### src/hdl/fpp3d_pkg.sv
package fpp3d_pkg;

  // store size and derived widths
  localparam int MAX_POINTS = 32;
  localparam int IDX_W      = (MAX_POINTS > 1) ? $clog2(MAX_POINTS) : 1;
  localparam int COUNT_W    = $clog2(MAX_POINTS + 1);

  // fixed field widths
  localparam int COORD_W    = 16;
  localparam int DIFF_W     = COORD_W + 1;
  localparam int SQ_W       = 2 * DIFF_W;
  localparam int DIST_W     = 36;
  localparam int OUT_IDX_W  = 5;
  localparam int POINT_W    = 3 * COORD_W;

  // one stored point
  typedef struct packed {
    logic signed [COORD_W-1:0] x;
    logic signed [COORD_W-1:0] y;
    logic signed [COORD_W-1:0] z;
  } point_t;

endpackage

### src/hdl/fpp3d_ram.sv
module fpp3d_ram #(
  parameter int WIDTH = 8,
  parameter int DEPTH = 32
) (
  input  logic                     clk,
  input  logic                     we,
  input  logic [$clog2(DEPTH)-1:0] waddr,
  input  logic [WIDTH-1:0]         wdata,
  input  logic [$clog2(DEPTH)-1:0] raddr,
  output logic [WIDTH-1:0]         rdata
);

  logic [WIDTH-1:0] mem [DEPTH];

  // single write port, registered read port
  always_ff @(posedge clk) begin
    if (we) begin
      mem[waddr] <= wdata;
    end
    rdata <= mem[raddr];
  end

endmodule

### src/hdl/fpp3d_dist_unit.sv
module fpp3d_dist_unit (
  input  logic                                 clk,
  input  logic                                 rst,
  input  logic                                 start,
  input  fpp3d_pkg::point_t                    point_a,
  input  fpp3d_pkg::point_t                    point_b,
  output logic                                 done,
  output logic [fpp3d_pkg::DIST_W-1:0]         pair_dist
);

  logic signed [fpp3d_pkg::DIFF_W-1:0] dx;
  logic signed [fpp3d_pkg::DIFF_W-1:0] dy;
  logic signed [fpp3d_pkg::DIFF_W-1:0] dz;
  logic signed [fpp3d_pkg::DIFF_W-1:0] mul_in;
  logic signed [fpp3d_pkg::SQ_W-1:0]   prod;
  logic [fpp3d_pkg::DIST_W-1:0]        acc;
  logic [fpp3d_pkg::DIST_W-1:0]        prod_ext;
  logic [2:0]                          step;

  // pick the axis fed to the shared squaring multiplier
  always_comb begin
    unique case (step)
      3'd1:    mul_in = dx;
      3'd2:    mul_in = dy;
      default: mul_in = dz;
    endcase
  end

  assign prod_ext = fpp3d_pkg::DIST_W'($unsigned(prod));

  // step sequencer and done pulse
  always_ff @(posedge clk) begin
    if (rst) begin
      step <= 3'd0;
      done <= 1'b0;
    end else begin
      done <= 1'b0;
      if (start) begin
        step <= 3'd1;
      end else if (step == 3'd4) begin
        step <= 3'd0;
        done <= 1'b1;
      end else if (step != 3'd0) begin
        step <= step + 3'd1;
      end
    end
  end

  // differences, one square per cycle, then accumulate
  always_ff @(posedge clk) begin
    if (start) begin
      dx <= {point_a.x[fpp3d_pkg::COORD_W-1], point_a.x}
            - {point_b.x[fpp3d_pkg::COORD_W-1], point_b.x};
      dy <= {point_a.y[fpp3d_pkg::COORD_W-1], point_a.y}
            - {point_b.y[fpp3d_pkg::COORD_W-1], point_b.y};
      dz <= {point_a.z[fpp3d_pkg::COORD_W-1], point_a.z}
            - {point_b.z[fpp3d_pkg::COORD_W-1], point_b.z};
    end
    if (step >= 3'd1 && step <= 3'd3) begin
      prod <= mul_in * mul_in;
    end
    if (step == 3'd2) begin
      acc <= prod_ext;
    end else if (step == 3'd3 || step == 3'd4) begin
      acc <= acc + prod_ext;
    end
  end

  assign pair_dist = acc;

endmodule

### src/hdl/farthest_point_pair_3d_core.sv
// Farthest pair search over a set of up to 32 points in 3D. Points are taken
// one per cycle with in_stall low and stored in order; points beyond the
// store size are dropped and reported through overflow. The point marked
// last_point starts a search over all n(n-1)/2 pairs, during which in_stall
// stays high. For each pair the two point memories are read through their
// registered read ports, then the distance unit squares the three axis
// differences one after the other on a single 17x17 multiplier and sums
// them. Sets of fewer than two points skip the search. The result is
// the first strictly greatest pair in scan order (outer index j, inner i<j)
// and waits in an output register until taken; the next set may load
// meanwhile.
module farthest_point_pair_3d_core (
  input  logic                                   clk,
  input  logic                                   rst,
  input  logic                                   in_valid,
  output logic                                   in_stall,
  input  logic signed [fpp3d_pkg::COORD_W-1:0]   coord_x,
  input  logic signed [fpp3d_pkg::COORD_W-1:0]   coord_y,
  input  logic signed [fpp3d_pkg::COORD_W-1:0]   coord_z,
  input  logic                                   last_point,
  output logic                                   out_valid,
  input  logic                                   out_stall,
  output logic [fpp3d_pkg::OUT_IDX_W-1:0]        first_index,
  output logic [fpp3d_pkg::OUT_IDX_W-1:0]        second_index,
  output logic [fpp3d_pkg::DIST_W-1:0]           squared_distance,
  output logic                                   overflow
);

  localparam logic [2:0] S_IDLE  = 3'd0;
  localparam logic [2:0] S_READ  = 3'd1;
  localparam logic [2:0] S_START = 3'd2;
  localparam logic [2:0] S_WAIT  = 3'd3;
  localparam logic [2:0] S_DONE  = 3'd4;

  logic [2:0]                          state;
  logic [fpp3d_pkg::COUNT_W-1:0]       count;
  logic [fpp3d_pkg::COUNT_W-1:0]       count_next;
  logic                                dropped;
  logic                                dropped_next;
  logic [fpp3d_pkg::IDX_W-1:0]         idx_i;
  logic [fpp3d_pkg::IDX_W-1:0]         idx_j;
  logic [fpp3d_pkg::IDX_W-1:0]         best_i;
  logic [fpp3d_pkg::IDX_W-1:0]         best_j;
  logic [fpp3d_pkg::DIST_W-1:0]        best;
  logic                                in_take;
  logic                                out_take;
  logic                                store_free;
  logic                                dist_start;
  logic                                dist_done;
  logic [fpp3d_pkg::DIST_W-1:0]        pair_dist;
  fpp3d_pkg::point_t                   wr_point;
  fpp3d_pkg::point_t                   point_i;
  fpp3d_pkg::point_t                   point_j;
  logic [fpp3d_pkg::IDX_W+fpp3d_pkg::OUT_IDX_W-1:0] best_i_ext;
  logic [fpp3d_pkg::IDX_W+fpp3d_pkg::OUT_IDX_W-1:0] best_j_ext;

  assign in_stall   = (state != S_IDLE);
  assign in_take    = in_valid && !in_stall;
  assign out_take   = out_valid && !out_stall;
  assign store_free = (count < fpp3d_pkg::COUNT_W'(fpp3d_pkg::MAX_POINTS));
  assign dist_start = (state == S_START);

  assign wr_point.x = coord_x;
  assign wr_point.y = coord_y;
  assign wr_point.z = coord_z;

  // fill level and drop flag after this transaction
  always_comb begin
    count_next   = count;
    dropped_next = dropped;
    if (store_free) begin
      count_next = count + fpp3d_pkg::COUNT_W'(1);
    end else begin
      dropped_next = 1'b1;
    end
  end

  // two copies of the point store, one read at i and one at j
  fpp3d_ram #(
    .WIDTH(fpp3d_pkg::POINT_W),
    .DEPTH(fpp3d_pkg::MAX_POINTS)
  ) u_store_i (
    .clk   (clk),
    .we    (in_take && store_free),
    .waddr (count[fpp3d_pkg::IDX_W-1:0]),
    .wdata (wr_point),
    .raddr (idx_i),
    .rdata (point_i)
  );

  fpp3d_ram #(
    .WIDTH(fpp3d_pkg::POINT_W),
    .DEPTH(fpp3d_pkg::MAX_POINTS)
  ) u_store_j (
    .clk   (clk),
    .we    (in_take && store_free),
    .waddr (count[fpp3d_pkg::IDX_W-1:0]),
    .wdata (wr_point),
    .raddr (idx_j),
    .rdata (point_j)
  );

  fpp3d_dist_unit u_dist (
    .clk       (clk),
    .rst       (rst),
    .start     (dist_start),
    .point_a   (point_i),
    .point_b   (point_j),
    .done      (dist_done),
    .pair_dist (pair_dist)
  );

  // sequencer over the pair loops
  always_ff @(posedge clk) begin
    if (rst) begin
      state     <= S_IDLE;
      count     <= '0;
      dropped   <= 1'b0;
      out_valid <= 1'b0;
    end else begin
      if (out_take && state != S_DONE) begin
        out_valid <= 1'b0;
      end
      unique case (state)
        S_IDLE: begin
          if (in_take) begin
            count   <= count_next;
            dropped <= dropped_next;
            if (last_point) begin
              best   <= '0;
              best_i <= '0;
              best_j <= '0;
              idx_i  <= '0;
              idx_j  <= fpp3d_pkg::IDX_W'(1);
              if (count_next < fpp3d_pkg::COUNT_W'(2)) begin
                state <= S_DONE;
              end else begin
                state <= S_READ;
              end
            end
          end
        end
        S_READ: begin
          state <= S_START;
        end
        S_START: begin
          state <= S_WAIT;
        end
        S_WAIT: begin
          if (dist_done) begin
            if (pair_dist > best) begin
              best   <= pair_dist;
              best_i <= idx_i;
              best_j <= idx_j;
            end
            priority if (fpp3d_pkg::COUNT_W'(idx_i) + fpp3d_pkg::COUNT_W'(1)
                         < fpp3d_pkg::COUNT_W'(idx_j)) begin
              idx_i <= idx_i + fpp3d_pkg::IDX_W'(1);
              state <= S_READ;
            end else if (fpp3d_pkg::COUNT_W'(idx_j) + fpp3d_pkg::COUNT_W'(1)
                         < count) begin
              idx_i <= '0;
              idx_j <= idx_j + fpp3d_pkg::IDX_W'(1);
              state <= S_READ;
            end else begin
              state <= S_DONE;
            end
          end
        end
        S_DONE: begin
          if (!out_valid || !out_stall) begin
            out_valid <= 1'b1;
            count     <= '0;
            dropped   <= 1'b0;
            state     <= S_IDLE;
          end
        end
        default: begin
          state <= S_IDLE;
        end
      endcase
    end
  end

  assign best_i_ext = {{fpp3d_pkg::OUT_IDX_W{1'b0}}, best_i};
  assign best_j_ext = {{fpp3d_pkg::OUT_IDX_W{1'b0}}, best_j};

  // result register
  always_ff @(posedge clk) begin
    if (state == S_DONE && (!out_valid || !out_stall)) begin
      first_index      <= best_i_ext[fpp3d_pkg::OUT_IDX_W-1:0];
      second_index     <= best_j_ext[fpp3d_pkg::OUT_IDX_W-1:0];
      squared_distance <= best;
      overflow         <= dropped;
    end
  end

endmodule

### config.mk
export PLATFORM = sky130hd
export DESIGN_NAME = farthest_point_pair_3d_core
export DESIGN_NICKNAME = d
export VERILOG_FILES = /design/src/hdl/fpp3d_pkg.sv /design/src/hdl/fpp3d_ram.sv /design/src/hdl/fpp3d_dist_unit.sv /design/src/hdl/farthest_point_pair_3d_core.sv
export SDC_FILE = /design/constraint.sdc
export NUM_CORES = 2
export LEC_CHECK = 0
export BUFFER_PORTS_ARGS = -buffer_cell sky130_fd_sc_hd__buf_2
export CELL_PAD_IN_SITES_DETAIL_PLACEMENT = 1
export CELL_PAD_IN_SITES_GLOBAL_PLACEMENT = 2
export CORE_MARGIN = 2
export CORE_UTILIZATION = 44
export CTS_CLUSTER_DIAMETER = 200
export CTS_CLUSTER_SIZE = 20
export DETAILED_ROUTE_END_ITERATION = 8
export PLACE_DENSITY = 0.81
export SLEW_MARGIN = 20
export SYNTH_ARGS = -nofsm -noshare
export SYNTH_HDL_FRONTEND = slang
export SYNTH_SLANG_ARGS = --single-unit
### constraint.sdc
create_clock -name clk -period 7.3 [get_ports clk]
set_input_delay 0.365 -clock clk [delete_from_list [all_inputs] [get_ports clk]]
set_output_delay 0.365 -clock clk [all_outputs]
set_load 0.02 [all_outputs]
; Yosys cells after proc, flatten, opt, wreduce, memory -nomap -nowiden
; Memory sizes are Yosys's and may differ from the RTL's. A register that Yosys moved wholly into a read port is not among the register bits.
; Cells that the tools add are included.
[totals]
n_memories = 2
latchBits = 0
mem_bits_ro = 0
ff_bits = 239
word_cells = 138
ramBits = 3072
[memory_table]
columns = memory, words, word_bits, read_ports, rd_ports_with_merged_regs, wr, line_no
row1 = u_store_i.mem, 32, 48, 1, 1, 1, fpp3d_ram.sv:13  ; logic [WIDTH-1:0] mem [DEPTH];
row2 = u_store_j.mem, 32, 48, 1, 1, 1, fpp3d_ram.sv:13
[op_classes]
n_div = 0
n_addsub = 10
magnitude_cmp = 7
eq_ne = 18
n_shift = 0
muxes = 51
reduce_logical = 26
n_bitwise = 1
n_mul = 1
[ops]
columns = op, n
row1 = $mux 36, 4
row2 = $pmux 36 s2, 1
row3 = $mux 5, 14
row4 = $mux 34, 2
row5 = $sub 16x16->17, 3
row6 = $pmux 5 s2, 4
row7 = $add 36x34->36, 1
row8 = $gt 36x36->1, 1
row9 = $mul 17x17->34, 1
row10 = $pmux 17 s2, 1
row11 = $mux 3, 7
row12 = $mux 6, 3
row13 = $pmux 3 s5, 1
row14 = $ne 2x2->1 const B, 7
row15 = $add 5x1->6 const B, 2
row16 = $eq 3x2->1 const B, 4
row17 = $mux 1, 12
row18 = $pmux 6 s2, 1
row19 = $reduce_and 6->1, 2
row20 = $add 5x1->5 const B, 2
row21 = $reduce_bool 3->1, 3
row22 = $reduce_and 4->1, 2
row23 = $reduce_and 7->1, 1
row24 = $add 6x1->6 const B, 1
row25 = other kinds (21), 34

; Depth between registers and ports, before layout
[depth]
ltp_word = 7
depth_mapped = 31

; By module
; A second synthesis with hierarchy kept.
[hier_totals]
hier_cells = 9079
area_unflattened_um2 = 144975.3
[by_module_without_submodules]
columns = mod, n_inst, area_each_um2, cells_each
row1 = fpp3d_ram, 2, 60724.5, 3364
row2 = fpp3d_dist_unit, 1, 18168.7, 1924
row3 = farthest_point_pair_3d_core, 1, 5357.6, 427

; Worst setup path before layout
; Ideal clock, no wire load.
[synth_timing]
path_type = register to register
start = register u_dist.step[1]
end = register u_dist.prod[33] (netlist name), data pin
period_less_slack_ns = 7.482
required_ns = 7.040
arrival_time_ns = 7.223
n_path_buf = 3
path_stages_with_launch = 30
setup_ns = 0.260
path_slack_ns = -0.182
cell_sequence = dfxtp_1 inv_1 ha_1 nor2b_1 clkbuf_1 clkbuf_1 a221o_1 inv_1 buf_1 nor2_1 fa_1 inv_1 fa_1 fa_1 fa_1 inv_1 fa_1 inv_1 fa_1 inv_1 ha_1 and2_1 nand2_1 o221ai_1 or3_1 o21ai_0 nor2_1 a211oi_1 o21ai_0 xnor2_1
[synth_between]
elab_chain_len = 3
word_cells_on_any_way = 4
[synth_rtl]
columns = item, line_no
row1 = from (decl), fpp3d_dist_unit.sv:18  ; logic [2:0] step;
row2 = from (signal assigned), fpp3d_dist_unit.sv:44  ; step <= step + 3'd1;
row3 = $eq 3x2->1 / $eq 3x1->1 (equally long branches), fpp3d_dist_unit.sv:22  ; unique case (step)
row4 = $pmux 17 s2 *, fpp3d_dist_unit.sv:22
row5 = $mul 17x17->34 *, fpp3d_dist_unit.sv:60  ; prod <= mul_in * mul_in;
row6 = to (signal assigned), fpp3d_dist_unit.sv:60
row7 = to (decl), fpp3d_dist_unit.sv:15  ; logic signed [fpp3d_pkg::SQ_W-1:0] prod;
; Mark *: on every way between the ends. The rest lies on a longest branch, timed or not.
; A chain may end at the register's enable or synchronous reset.

; Final worst setup path
[layout_timing]
start = register u_dist.step[1]
end = register u_dist.prod[31] (netlist name), data pin
; The elaborated chain is that of the path after synthesis.

==> metrics list <==
- After detailed routing, the number of remaining DRC violations is 0.
- Entering global routing, the biggest net connects 134 pins.
- Post-synthesis mux area share: 20.4%
- Clock tree sinks: 1,870
- In this run the horizontal extent of the chip is 471 um.
* Number of flops mapped to enable cells by yosys: 1,757
- Share of synthesized flip-flops with an asynchronous set or reset: 0%
- The synthesized netlist devotes 3.59% of its cell area to simple gates.
- Clock-pin slew on the worst setup and hold paths: 0.09 ns
* Antenna Violating Nets Remaining: 0
- Of all nets on the critical path, the largest fanout is 9.
* Average wire length per cell after detail routing: 32.3 um
- The synthesized netlist devotes 5.73% of its cell area to compound gates.
- Nets@finish: 6,612
- Routability-driven placement congestion ratio: 0.875
- The synthesized design contains 1,870 register bits.
* Count of standard-cell rows: 171
* Die Y: 471 um
* Synth-to-Final Area Change: 9.25%
- Layout cells sized above 1: 21.4%
* CP Capture Type: register
* Path class of the lowest-slack min-delay path: in -> reg
* Pre-CTS setup slack: -0.295 ns
- Run status: completed
- Detailed routing inserted a total of 57,400 vias.
* Placed Area: 0.101 mm^2
- In the synthesized netlist the dominant register cell turns out to be edfxtp_1.
- Vias in the first global route: 60,400
- CTS placed an instance of clkbuf_16 at the clock tree root.
* Number of maximum-capacitance violations: 0
* Htree depth: 3
* Final critical-path required period: 7.05 ns
- Commonest non-fill, non-tap cells in the layout: edfxtp_1, mux4_2, inv_1
- TritonCTS built the clock tree.
- Syn. warnings: 0
- Parity-gate share of the synthesized area counting xor and xnor cells: 0.997%
- The critical path in this run is classified as reg -> reg.
* Worst path required time: 7.82 ns
- Final worst slack: 0.255 ns
* Detailed Route Iter0 Violations: 6,300
- Total congestion overflow: 0
- Worst slew pin tran: 1.17 ns
- Overall routing resource usage: 26.1%
- The largest single stage delay on the critical path is 0.53 ns.
* Number of nets produced by synthesis: 6,481
- Initial DRT Pass Iterations: 6
- Synth Area in Adders: 8.61%
* Num CTS Buffers: 103
* Summed area of non-filler cells in the final layout: 0.105 mm^2
- In this design, the critical path's most frequently occurring cell is fa_1.
- Kind of start point of the critical path: register
- Pin placement for this block handled 102 I/O pins.
- The number of antenna violations at the first check in global routing came to 29.
- Worst path arrival time: 7.56 ns
- For this configuration, the core starts out at a cell density of 44.2%.
* Count of final max-slew check failures: 0
* Mean number of vias per cell: 6.36
- In this run the deepest clock path goes through 3 buffers.
* Share of the yosys chip area belonging to registers: 57.5%
- Setup violations remaining at the end of the flow were counted as 0.
- Leaving out fill and tap cells, the most frequent cell in the layout is edfxtp_1.
* Period utilisation layout: 96.5%
* Clock network latency to the later pin of the worst-skew pair: 0.84 ns
- Worst slew margin relative to its limit: 22.2%
- Adding up every negative setup slack in the final design gives 0 ns.
- Final wirelength: 292,000 um
- Reg-to-reg slack, setup: 0.25 ns
- Maximum clock skew at final layout: 0.0716 ns
- Combinational family with the most area after synthesis: multiplexers
- Port Buffer Count: 101
* Cell with the biggest individual delay on the critical path: fa_1
- Std-Cell Core Area: 0.217 mm^2
- Full die area: 0.221 mm^2
- In this run the mean area of a mapped cell was 16.1 um^2.
* Post-Synthesis Cell Area: 0.0958 mm^2
* Achievable clock frequency: 0.142 GHz
- The final-report hold violation count is 0.
- Post-detail-place hpwl: 172,000 um
- The first global-routing pass estimated 423,000 um of wire.
* Post-Synthesis Cells: 5,931
- Counting distinct cell types in the post-synthesis netlist gives 76.
-- stage by stage --
stage / cells / utilization [%] / hold slack (ns)
2_1_floorplan: 5931 / - / 0.400
3_3_place_gp: 8777 / 46.5 / 0.402
3_5_place_dp: 8777 / 46.5 / 0.413
4_1_cts: 8989 / 48.1 / 0.000358
5_1_grt: 9019 / 48.3 / 0.0463
6_report: 9020 / 48.3 / 0.0410
-- state kept, by name, summed over array words and instances (netlist names), 6 cells and up --
signal            cells
u_store_j.mem      1488
u_store_i.mem        48
u_store_i.rdata      48
u_store_j.rdata      48
best                 36
squared_distance     36
u_dist.pair_dist     36
u_dist.prod          33
u_dist.dx            17
u_dist.dy            17
u_dist.dz            17
count                 6
-- logic make-up after synthesis --
kind of cell / Yosys count
compound gates: 789
flops: 1870
fa+ha+maj: 497
buf+inv: 804
simple gates: 755
xor+xnor: 109
mux: 1107
-- routing by layer --
metal	part of all wire (%)	vias to the layer above	global-route usage (%)
met4	3.9	14	9.48
met1	40	30700	34.6
met5	0.029	-	0
met2	50	2513	44.1
met3	6.8	530	3.31
li1	-	23600	-
-- critical path, delay by kind of cell (launching register included) --
kind            cells  cell delay [ns]
compound gates      7             1.30
xor+xnor            1             0.16
fa+ha+maj           8             3.41
buf+inv             9             0.78
flops               1             0.34
simple gates        5             0.77
-- path summary, 6_finish.rpt --
kind | endpoint | startpoint | depth (start not counted)
worst max-delay path | u_dist.prod[31] | u_dist.step[1] | 30
worst min-delay path | count[0] | rst | 2
worst max register to register | u_dist.prod[31] | u_dist.step[1] | 30
worst min register to register | second_index[1] | best_j[1] | 0
-- cells in the mapped netlist (15+ instances only) --
library cell	n	area [um^2]
mux4_2	672	15100
a21oi_1	202	1010
fa_1	270	5410
inv_1	461	1730
clkbuf_1	226	848
mux2_2	48	541
a21o_1	29	218
edfxtp_1	1757	52800
and3_1	31	194
nand3_1	39	195
o21ai_0	70	350
ha_1	227	2840
nand4_1	15	93.8
o21a_1	24	180
dfxtp_1	113	2260
buf_1	84	315
nor2_1	228	856
xnor2_1	82	718
nand2_1	252	946
o31ai_1	54	405
or3_1	15	93.8
buf_2	19	95.1
o221ai_1	194	1700
nor2b_1	33	206
xor2_1	27	236
and2_1	50	313
mux2i_1	387	3870
o22ai_1	100	626
nor3_1	48	240
-- final cells by class --
type                            count  area (um^2)
Inverter                          471         1800
Fill cell                       20600       112000
Sequential cell                  1870        55000
Tap cell                         2854         3570
Timing Repair Buffer              359         2750
Clock inverter                      7          200
Clock buffer                      189         2950
Multi-Input combinational cell   3257        38300
Antenna cell                       13         32.5
-- repair_timing --
item | 4_1_cts | 5_1_grt
gates cloned | 0 | 1
hold endpoints to repair | 389 | 0
pin swaps | 1 | 24
hold buffers | 15 | 0
endpoints found under the setup margin | 10 | 14
buffers inserted | 1 | 17
resized for setup | 14 | 72
Power is not shown: default switching activity piles up to over one toggle a cycle in this logic, so the estimate is an artifact.
